## config.mk

```make
export PLATFORM = sky130hd
export DESIGN_NAME = two_color_patch_orientation_core
export DESIGN_NICKNAME = d
export VERILOG_FILES = /design/src/design/tcpo_pkg.sv /design/src/design/tcpo_accum.sv /design/src/design/tcpo_engine.sv /design/src/design/two_color_patch_orientation_core.sv
export SDC_FILE = /design/constraint.sdc
export NUM_CORES = 2
export LEC_CHECK = 0
export BUFFER_PORTS_ARGS = -buffer_cell sky130_fd_sc_hd__buf_2
export CAP_MARGIN = 20
export CORE_MARGIN = 2
export CORE_UTILIZATION = 55
export CTS_BUF_LIST = sky130_fd_sc_hd__clkbuf_16
export DETAILED_ROUTE_END_ITERATION = 8
export MAX_ROUTING_LAYER = met4
export PLACE_DENSITY_LB_ADDON = 0.3
export SLEW_MARGIN = 20
export SYNTH_ARGS = -nofsm -noshare
export SYNTH_HDL_FRONTEND = slang
export SYNTH_SLANG_ARGS = --single-unit
```

## constraint.sdc

```tcl
create_clock -name clk -period 21.8 [get_ports clk]
set_input_delay 2.18 -clock clk [delete_from_list [all_inputs] [get_ports clk]]
set_output_delay 2.18 -clock clk [all_outputs]
set_load 0.005 [all_outputs]
```

## src/design/tcpo_pkg.sv

```systemverilog
// Shared types, widths and constants of the two-color patch orientation core.
// Used by tcpo_accum, tcpo_engine and two_color_patch_orientation_core.
package tcpo_pkg;

  localparam int HUE_W        = 8;
  localparam int POS_W        = 8;
  localparam int COUNT_W      = 17;
  localparam int SUM_W        = 24;
  localparam int ANGLE_W      = 15;
  localparam int PROD_W       = SUM_W + COUNT_W;
  localparam int DIFF_W       = PROD_W + 2;
  localparam int VEC_W        = 46;
  localparam int ANG_W        = 28;
  localparam int CORDIC_STEPS = 24;
  localparam int ITER_W       = 5;
  localparam int NORM_BIT     = 40;
  localparam int CFG_IDX_W    = 1;
  localparam int CFG_DATA_W   = 8;

  localparam logic [HUE_W-1:0] HUE_LOW_RST  = 8'd10;
  localparam logic [HUE_W-1:0] HUE_HIGH_RST = 8'd20;

  localparam logic [CFG_IDX_W-1:0] REG_HUE_LOW  = 1'd0;
  localparam logic [CFG_IDX_W-1:0] REG_HUE_HIGH = 1'd1;

  localparam logic signed [ANG_W-1:0] ANG_HALF_PI    = 28'sd26353589;
  localparam logic signed [ANG_W-1:0] ANG_QUARTER_PI = 28'sd13176795;

  typedef struct packed {
    logic [COUNT_W-1:0] tc;
    logic [SUM_W-1:0]   tx;
    logic [SUM_W-1:0]   ty;
    logic [COUNT_W-1:0] rc;
    logic [SUM_W-1:0]   rx;
    logic [SUM_W-1:0]   ry;
  } acc_t;

  function automatic logic signed [ANG_W-1:0] atan_step(input logic [ITER_W-1:0] i);
    logic signed [ANG_W-1:0] r;
    case (i)
      5'd0:    r = 28'sd13176795;
      5'd1:    r = 28'sd7778716;
      5'd2:    r = 28'sd4110060;
      5'd3:    r = 28'sd2086331;
      5'd4:    r = 28'sd1047214;
      5'd5:    r = 28'sd524117;
      5'd6:    r = 28'sd262123;
      5'd7:    r = 28'sd131069;
      5'd8:    r = 28'sd65536;
      default: r = ANG_W'(1) << (5'd24 - i);
    endcase
    return r;
  endfunction

endpackage

```

## src/design/tcpo_accum.sv

```systemverilog
// Per-class pixel count and coordinate sums with saturation.
// Depends on tcpo_pkg.
module tcpo_accum import tcpo_pkg::*; #(
  parameter int WINDOW_SIDE = 256
) (
  input  logic             clk,
  input  logic             rst_n,
  input  logic             acc_en,
  input  logic             clear,
  input  logic [HUE_W-1:0] hue,
  input  logic             fg,
  input  logic [POS_W-1:0] pos_x,
  input  logic [POS_W-1:0] pos_y,
  input  logic [HUE_W-1:0] hue_low,
  input  logic [HUE_W-1:0] hue_high,
  output acc_t             acc_nxt
);

  acc_t acc_r;
  logic in_win, team, hit;

  function automatic logic [COUNT_W-1:0] sat_cnt(input logic [COUNT_W-1:0] a);
    return (&a) ? a : a + COUNT_W'(1);
  endfunction

  function automatic logic [SUM_W-1:0] sat_sum(input logic [SUM_W-1:0] a,
                                               input logic [POS_W-1:0] b);
    logic [SUM_W:0] s;
    s = {1'b0, a} + (SUM_W + 1)'(b);
    return s[SUM_W] ? {SUM_W{1'b1}} : s[SUM_W-1:0];
  endfunction

  assign in_win = (int'(pos_x) < WINDOW_SIDE) && (int'(pos_y) < WINDOW_SIDE);
  assign team   = (hue >= hue_low) && (hue <= hue_high);
  assign hit    = acc_en && fg && in_win;

  always_comb begin
    acc_nxt = acc_r;
    if (hit && team) begin
      acc_nxt.tc = sat_cnt(acc_r.tc);
      acc_nxt.tx = sat_sum(acc_r.tx, pos_x);
      acc_nxt.ty = sat_sum(acc_r.ty, pos_y);
    end else if (hit) begin
      acc_nxt.rc = sat_cnt(acc_r.rc);
      acc_nxt.rx = sat_sum(acc_r.rx, pos_x);
      acc_nxt.ry = sat_sum(acc_r.ry, pos_y);
    end
  end

  always_ff @(posedge clk) begin
    if (!rst_n || clear) begin
      acc_r <= '0;
    end else begin
      acc_r <= acc_nxt;
    end
  end

endmodule

```

## src/design/tcpo_engine.sv

```systemverilog
// Sequenced centroid difference, normalization and CORDIC angle unit.
// One shared multiplier then one shared shift/add datapath. Depends on tcpo_pkg.
module tcpo_engine import tcpo_pkg::*; #(
  parameter int ANGLE_FRAC_BITS = 12
) (
  input  logic               clk,
  input  logic               rst_n,
  input  logic               start,
  input  acc_t               acc,
  output logic               busy,
  output logic               out_valid,
  input  logic               out_stall,
  output logic [ANGLE_W-1:0] out_angle,
  output logic               out_empty_class
);

  localparam int RND_SH = 24 - ANGLE_FRAC_BITS;

  typedef enum logic [2:0] {S_IDLE, S_MUL, S_PREP, S_NORM, S_ROT, S_ROUND, S_DONE} state_t;

  state_t                   state_r;
  acc_t                     acc_r;
  logic [2:0]               cnt_r;
  logic [ITER_W-1:0]        iter_r;
  logic [PROD_W-1:0]        prod_r, a_r, prod;
  logic [SUM_W-1:0]         mul_a;
  logic [COUNT_W-1:0]       mul_b;
  logic signed [DIFF_W-1:0] dx_r, dy_raw;
  logic signed [VEC_W-1:0]  x_r, y_r, xs, ys, vmax;
  logic signed [ANG_W-1:0]  z_r, v, vr;
  logic [ANGLE_W-1:0]       res_angle_r;
  logic                     res_empty_r;
  logic                     out_valid_r;
  logic [ANGLE_W-1:0]       out_angle_r;
  logic                     out_empty_r;

  always_comb begin
    case (cnt_r)
      3'd0:    begin mul_a = acc_r.rx; mul_b = acc_r.tc; end
      3'd1:    begin mul_a = acc_r.tx; mul_b = acc_r.rc; end
      3'd2:    begin mul_a = acc_r.ry; mul_b = acc_r.tc; end
      default: begin mul_a = acc_r.ty; mul_b = acc_r.rc; end
    endcase
  end

  assign prod   = PROD_W'(mul_a) * PROD_W'(mul_b);
  assign dy_raw = $signed({2'b00, a_r}) - $signed({2'b00, prod_r});
  assign xs     = x_r >>> iter_r;
  assign ys     = y_r >>> iter_r;
  assign vmax   = (x_r > y_r) ? x_r : y_r;
  assign v      = z_r - ANG_QUARTER_PI;
  assign vr     = (v + (ANG_W'(1) << (RND_SH - 1))) >>> RND_SH;

  always_ff @(posedge clk) begin
    if (!rst_n) begin
      state_r     <= S_IDLE;
      out_valid_r <= 1'b0;
    end else begin
      if (out_valid_r && !out_stall && state_r != S_DONE) begin
        out_valid_r <= 1'b0;
      end
      case (state_r)
        S_IDLE: begin
          if (start) begin
            acc_r <= acc;
            cnt_r <= '0;
            if (acc.tc == '0 || acc.rc == '0) begin
              res_angle_r <= '0;
              res_empty_r <= 1'b1;
              state_r     <= S_DONE;
            end else begin
              state_r <= S_MUL;
            end
          end
        end
        S_MUL: begin
          prod_r <= prod;
          cnt_r  <= cnt_r + 3'd1;
          if (cnt_r == 3'd1 || cnt_r == 3'd3) begin
            a_r <= prod_r;
          end
          if (cnt_r == 3'd2) begin
            dx_r <= dy_raw;
          end
          if (cnt_r == 3'd4) begin
            y_r     <= VEC_W'(dy_raw < 0 ? -dy_raw : dy_raw);
            state_r <= S_PREP;
          end
        end
        S_PREP: begin
          iter_r <= '0;
          if (dx_r == '0 && y_r == '0) begin
            z_r     <= '0;
            state_r <= S_ROUND;
          end else if (dx_r < 0) begin
            x_r     <= y_r;
            y_r     <= -VEC_W'(dx_r);
            z_r     <= ANG_HALF_PI;
            state_r <= S_NORM;
          end else begin
            x_r     <= VEC_W'(dx_r);
            z_r     <= '0;
            state_r <= S_NORM;
          end
        end
        S_NORM: begin
          if (vmax < (VEC_W'(1) <<< NORM_BIT)) begin
            x_r <= x_r <<< 1;
            y_r <= y_r <<< 1;
          end else begin
            state_r <= S_ROT;
          end
        end
        S_ROT: begin
          if (y_r >= 0) begin
            x_r <= x_r + ys;
            y_r <= y_r - xs;
            z_r <= z_r + atan_step(iter_r);
          end else begin
            x_r <= x_r - ys;
            y_r <= y_r + xs;
            z_r <= z_r - atan_step(iter_r);
          end
          iter_r <= iter_r + ITER_W'(1);
          if (iter_r == ITER_W'(CORDIC_STEPS - 1)) begin
            state_r <= S_ROUND;
          end
        end
        S_ROUND: begin
          res_angle_r <= vr[ANGLE_W-1:0];
          res_empty_r <= 1'b0;
          state_r     <= S_DONE;
        end
        S_DONE: begin
          if (!out_valid_r || !out_stall) begin
            out_valid_r <= 1'b1;
            out_angle_r <= res_angle_r;
            out_empty_r <= res_empty_r;
            state_r     <= S_IDLE;
          end
        end
        default: state_r <= S_IDLE;
      endcase
    end
  end

  assign busy            = (state_r != S_IDLE);
  assign out_valid       = out_valid_r;
  assign out_angle       = out_angle_r;
  assign out_empty_class = out_empty_r;

  a_start_idle: assert property (@(posedge clk) disable iff (!rst_n)
    start |-> state_r == S_IDLE) else $error("start while busy");
  a_start_busy: assert property (@(posedge clk) disable iff (!rst_n)
    start |=> busy) else $error("start not taken");
  a_iter_range: assert property (@(posedge clk) disable iff (!rst_n)
    state_r == S_ROT |-> iter_r < ITER_W'(CORDIC_STEPS)) else $error("iteration overrun");
  a_empty_zero: assert property (@(posedge clk) disable iff (!rst_n)
    out_valid_r && out_empty_r |-> out_angle_r == '0) else $error("empty result not zero");

endmodule

```

## src/design/two_color_patch_orientation_core.sv

```systemverilog
// Top level of the two-color patch orientation core.
// Instantiates tcpo_accum and tcpo_engine; depends on tcpo_pkg.
//
// Usage:
//   Input channel (in_valid / in_stall) carries one pixel per transfer: hue,
//   foreground bit, column, row and a last-pixel mark. Pixels are taken one
//   per clock while the angle unit is idle.
//   A transfer with in_last_pixel set closes the window: in_stall rises and
//   the angle unit runs. An empty class goes straight to the load step;
//   otherwise it runs the multiply steps on the shared multiplier, setup,
//   normalization (one bit of left shift per cycle), 24 CORDIC iterations
//   on the shared shift/add datapath, rounding and load (no normalization
//   or CORDIC if the centroids coincide). The result is valid right after.
//   Output channel (out_valid / out_stall) carries one result per window:
//   out_angle (signed, ANGLE_FRAC_BITS fraction bits) and out_empty_class.
//   The result register holds while out_stall is high; the unit keeps its
//   finished result and stays busy until the register frees.
//   Configuration writes (cfg_we, cfg_index, cfg_data) set the team hue
//   bounds; write them only while no window is in flight. Reset clears the
//   accumulators, drops out_valid and restores hue bounds 10 and 20.
module two_color_patch_orientation_core import tcpo_pkg::*; #(
  parameter int WINDOW_SIDE     = 256,
  parameter int ANGLE_FRAC_BITS = 12
) (
  input  logic                  clk,
  input  logic                  rst_n,
  input  logic                  in_valid,
  output logic                  in_stall,
  input  logic [HUE_W-1:0]      in_hue,
  input  logic                  in_in_mask,
  input  logic [POS_W-1:0]      in_pos_x,
  input  logic [POS_W-1:0]      in_pos_y,
  input  logic                  in_last_pixel,
  output logic                  out_valid,
  input  logic                  out_stall,
  output logic signed [ANGLE_W-1:0] out_angle,
  output logic                  out_empty_class,
  input  logic                  cfg_we,
  input  logic [CFG_IDX_W-1:0]  cfg_index,
  input  logic [CFG_DATA_W-1:0] cfg_data
);

  logic [HUE_W-1:0]   hue_low_r, hue_high_r;
  logic               busy, take, start;
  logic [ANGLE_W-1:0] angle;
  acc_t               acc_nxt;

  always_ff @(posedge clk) begin
    if (!rst_n) begin
      hue_low_r  <= HUE_LOW_RST;
      hue_high_r <= HUE_HIGH_RST;
    end else if (cfg_we) begin
      case (cfg_index)
        REG_HUE_LOW:  hue_low_r  <= cfg_data[HUE_W-1:0];
        REG_HUE_HIGH: hue_high_r <= cfg_data[HUE_W-1:0];
        default: ;
      endcase
    end
  end

  assign in_stall = busy;
  assign take     = in_valid && !busy;
  assign start    = take && in_last_pixel;

  tcpo_accum #(.WINDOW_SIDE(WINDOW_SIDE)) u_accum (
    .clk      (clk),
    .rst_n    (rst_n),
    .acc_en   (take),
    .clear    (start),
    .hue      (in_hue),
    .fg       (in_in_mask),
    .pos_x    (in_pos_x),
    .pos_y    (in_pos_y),
    .hue_low  (hue_low_r),
    .hue_high (hue_high_r),
    .acc_nxt  (acc_nxt)
  );

  tcpo_engine #(.ANGLE_FRAC_BITS(ANGLE_FRAC_BITS)) u_engine (
    .clk             (clk),
    .rst_n           (rst_n),
    .start           (start),
    .acc             (acc_nxt),
    .busy            (busy),
    .out_valid       (out_valid),
    .out_stall       (out_stall),
    .out_angle       (angle),
    .out_empty_class (out_empty_class)
  );

  assign out_angle = $signed(angle);

endmodule
```

Word-level counts from Yosys, hierarchy flattened. Cells that the tools add are included.

Register bits after elaboration: 564. Output and inout port bits: 18. Logic and storage cells: 189.

$add $sub $neg: 20. Multiply operators: 1. $lt $le $gt $ge: 7. Equal/unequal tests: 29. Shift-type cells: 3. Muxes and demuxes: 55. Bitwise operators: 1. Reduce and logical (&&, ||, !) cells: 45.

Operator list (number): 46-bit 2-to-1 mux (11); 28-bit one-hot mux with 9 select lines (1); 28-bit 2-to-1 mux (8); 65-bit 2-to-1 mux (3); 46-bit one-hot mux with 4 select lines (1); 46-bit one-hot mux with 3 select lines (1); 24-bit by 8-bit adder with 25-bit output (4); 24-bit 2-to-1 mux (4); 46-bit adder (2); 42-bit negation with 46-bit output (2); 46-bit by 5-bit >>> shifter with 46-bit output (2); 46-bit subtractor (2); 42-bit by 1-bit < comparator with 1-bit output, second input constant (2); 24-bit one-hot mux with 3 select lines (1); 28-bit one-hot mux with 2 select lines (1); 17-bit 2-to-1 mux (3); 46-bit by 1-bit greater-or-equal comparator with 1-bit output, second input constant (1); 46-bit > comparator (1); 46-bit logical NOT (1); 46-bit by 42-bit < comparator with 1-bit output, second input constant (1); 43-bit logical NOT (1); 41-bit by 41-bit subtractor with 42-bit output (1); 24-bit by 17-bit multiplier with 41-bit output (1); 17-bit by 1-bit adder with 17-bit output, second input constant (2); 47 further kinds (104).

Longest topological paths before layout.
Depth in word-level cells: 11. Depth in mapped cells: 36.

Cells and area by module. A second synthesis with hierarchy kept.

Cell total of the unflattened synthesis: 6722. Area total of the unflattened synthesis: 60342.9 µm².

Modules (own cells, without submodules): tcpo_engine (instances 1, cells each 5656, area each 51249.2 µm², seq. area each 12482.0 µm²); tcpo_accum (instances 1, cells each 998, area each 8458.1 µm², seq. area each 2602.5 µm²); two_color_patch_orientation_core (instances 1, cells each 68, area each 635.6 µm², seq. area each 320.3 µm²).

Least setup slack after synthesis. No wires, ideal clock.

Path kind: in2reg. Start point: in rst_n. End point: reg u_engine.acc_r[0] (netlist bit), enable pin. Setup time: 0.778 ns. Arrival time: 11.588 ns. Slack: 9.434 ns. Stages: 4. Path buffers: 2. Path through: clkbuf_1 > inv_2 > clkbuf_1 > nor3_1.

Longest elaborated chain between the ends: 1.

RTL lines: from (decl) (line two_color_patch_orientation_core.sv:26) `input logic rst_n,`; 3-bit AND reduction (no line); to (signal assigned) (line tcpo_engine.sv:65) `acc_r <= acc;`; to (decl) (line tcpo_engine.sv:22) `acc_t acc_r;`.

No other way between the ends. A chain may end at the register's enable or synchronous reset.

Final worst setup path.
Start point: reg u_engine.cnt_r[0]. End point: reg u_engine.prod_r[39] (data pin).

Longest elaborated chain between the ends: 4.

RTL lines: from (decl) (line tcpo_engine.sv:23) `logic [2:0] cnt_r;`; from (signal assigned) (line tcpo_engine.sv:78) `cnt_r <= cnt_r + 3'd1;`; 3-bit by 2-bit equality test with 1-bit output or 3-bit logical NOT (tied branches) (line tcpo_engine.sv:38) `case (cnt_r)`; 2-bit OR reduction (no line); 17-bit 2-to-1 mux (line tcpo_engine.sv:38); 24-bit by 17-bit multiplier with 41-bit output * (line tcpo_engine.sv:46) `assign prod = PROD_W'(mul_a) * PROD_W'(mul_b);`; net u_engine.prod[39] (line tcpo_engine.sv:25) `logic [PROD_W-1:0] prod_r, a_r, prod;`; to (signal assigned) (line tcpo_engine.sv:77) `prod_r <= prod;`; to (decl) (line tcpo_engine.sv:25).

Mark *: on every way through the listed nets, which the timed path passes. The rest lies on a longest branch.

==> flow_summary.ini <==
[floorplanning]
num_rows = 121
die_area_um2 = 112000
dieHeight_um = 334
ios = 58
core_area_um2 = 108000
die_x_um = 334
initial_core_util_pct = 55.2

[cells_and_area]
final_cells = 8049
layout-drive-gt1-share_pct = 8.55
final_common_cell = nand2_1
fin_nets = 7343
postLayoutCoreUtil_pct = 58.7
final_cell_mix = nand2_1 (849), inv_1 (629), nor2_1 (509)
syn2layout_area_growth_pct = 6.28

[worst_setup_path]
cpPeakStageDelay_ns = 0.77
crit_top_cell = fa_1
cp_max_fo = 35
cp.required_ns = 22.17
r2r_slack_ns = 11.99
critPathLaunchType = register
arrival_ns = 10.18
ff2ff_path_depth = 30
path_class = register to register
crit-reg2reg-capture = u_engine.prod_r[39]$_DFFE_PP_
crit_slowest_cell = nor2_1
crit_end = u_engine.prod_r[39]$_DFFE_PP_
cp-startpoint = u_engine.cnt_r[0]$_SDFFCE_PP0P_
worst_setup_path_end_kind = register
worstReg2RegStart = u_engine.cnt_r[0]$_SDFFCE_PP0P_

[synth]
syn_area_per_cell_um2 = 8.93
syn_area_um2 = 59900
ys_warn_count = 0
synth_seq_area_share_pct = 25.7
synth_top_area_share_pct = 20.7
syn_nets = 7466
postSynthCellCount = 6704
synth_seq_cells = 563
synthFlopType = edfxtp_1
synthArstFlopShare_pct = 0
synth_area_leaders = edfxtp_1 (21%), fa_1 (11%), ha_1 (8.0%), nand2_1 (5.3%), dfxtp_1 (5.0%)
yosysTopAreaCell = edfxtp_1
yosys.cell_types.count = 102
synth-edff-count = 413

[place]
place.gp.congestion = 1.07
hpwl_um = 143000
dpl.cell_count = 7926
io_buffer_count = 57

[route]
drt_pass1_iterations = 6
routed_wl_um = 190000
via_per_inst = 6.42
num_vias = 51700
dr.first_iter.drc_count = 5184
drc = 0
ant_nets = 0
routed_wire_length_per_instance_um = 23.6

[cts]
cts-buffers-inserted = 66
cts_post_setup_buffers_inserted = 0
root_buffer = clkbuf_16
cts_sinks = 563
path_clk_slew_ns = 0.06
clk_latency_ns = 0.67
h-tree-depth = 3
hold_buffers = 0
post_cts_resized = 0
cts_max_path_buffers = 3
cts_tree = yes

[timing]
tns_ns = 0
final-max-slew-violation-count = 0
skew_ns = 0.0468
fmax_mhz = 102
final-hold-violation-count = 0
relSlewSlack_pct = 16.2
rsz0062_at_grt = false
setup_viol = 0
fin_crit_ns = 9.81
worst_slew_pin_slew_ns = 1.22
post-route-period-util_pct = 45.0
holdWs_ns = 0.418

[grt]
grt_usage_pct = 34.7
grt_pass1_vias = 50700
grt_max_degree = 120
overflow = 0
antenna_found_initial = 1
grt_pass1_wl_um = 293000

[worst_hold_path]
min_path_type = register to register

[run]
maxCapViolCount = 0

[status]
status = complete, no violations
## per-stage QoR
stage | area (um2) | setup WS (ns)
after CTS | 63600 | 11.89
after floorplan | 59900 | 9.43
after global routing | 63600 | 11.25
final | 63600 | 11.99
after global placement | 61300 | 12.14
after detailed placement | 61300 | 11.97
## area by class of cell
cell class	count	area, um2
Fill cell	9507	44800
Sequential cell	563	15400
Multi-Input combinational cell	5166	40700
Inverter	621	2330
Clock inverter	53	631
Timing Repair Buffer	163	1120
Antenna cell	2	5.00
Clock buffer	67	1680
Tap cell	1414	1770
## synth_stat cells (all sizes together), types with 52 or more instances
| library cell | number |
|---|---|
| edfxtp | 413 |
| a21o | 132 |
| mux4 | 132 |
| nor3 | 115 |
| nand4 | 72 |
| nor2 | 516 |
| and2 | 52 |
| o21a | 59 |
| fa | 337 |
| o221ai | 55 |
| nand2 | 851 |
| dfxtp | 150 |
| ha | 385 |
| o21ai | 327 |
| buf | 90 |
| xnor2 | 248 |
| mux2 | 81 |
| a22oi | 62 |
| clkbuf | 264 |
| nor2b | 78 |
| a21oi | 368 |
| nand2b | 69 |
| xor2 | 191 |
| inv | 616 |
| nand3 | 115 |
| mux2i | 149 |
## worst min path at each step
stage	start	end	slack (ns)	cells after the start
floorplan	u_engine.res_angle_r[0]$_SDFFCE_PN0P_	u_engine.out_angle[0]$_DFFE_PP_	0.40	0
global placement	u_engine.res_angle_r[1]$_SDFFCE_PN0P_	u_engine.out_angle[1]$_DFFE_PP_	0.40	0
detailed placement	u_engine.res_angle_r[12]$_SDFFCE_PN0P_	u_engine.out_angle[12]$_DFFE_PP_	0.41	0
CTS	u_engine.res_angle_r[12]$_SDFFCE_PN0P_	u_engine.out_angle[12]$_DFFE_PP_	0.42	0
global route	u_engine.res_angle_r[12]$_SDFFCE_PN0P_	u_engine.out_angle[12]$_DFFE_PP_	0.43	0
finish	u_engine.res_angle_r[12]$_SDFFCE_PN0P_	u_engine.out_angle[12]$_DFFE_PP_	0.42	0
## registers in the layout, summed over array words and instances, names as in the netlist, 5 cells and up
signal                count
u_engine.x_r             46
u_engine.z_r             27
u_engine.acc_r          130
u_engine.prod_r          41
u_engine.dx_r            42
u_engine.out_angle       15
hue_high_r                8
u_engine.res_angle_r     15
u_accum.acc_r           130
u_engine.a_r             41
hue_low_r                 8
u_engine.iter_r           5
u_engine.y_r             46
## worst max-delay path, delay by kind of cell, from the launching register on
| family | cells | cell delay (ns) |
|---|---|---|
| fa+ha+maj | 8 | 3.73 |
| compound gates | 10 | 2.94 |
| simple gates | 6 | 1.77 |
| buf+inv | 5 | 0.48 |
| flops | 1 | 0.40 |
| xor+xnor | 1 | 0.15 |
## metal layers
metal  part of all wire (%)  vias up  wire length (um)  global-route usage [%]
li1                       -    23500                 -                       -
met2                     46     2657             86900                    54.6
met1                     37    24800             70600                    41.0
met5                      0        -                 0                       -
met3                    9.3      725             17700                    6.27
met4                    7.8        0             14800                    22.2
## logic make-up after synthesis
logic type / synth area share (%)
XOR/XNOR: 6.42
multiplexers: 9.00
AO/OA/AOI/OAI: 16.1
buffers and inverters: 6.53
AND/OR/NAND/NOR: 16.9
adder cells (fa/ha/maj): 19.3
flip-flops: 25.7
Power is left out: the tool's default activity adds up to more than one toggle a clock period on the data nets, which glitch-free logic cannot reach.
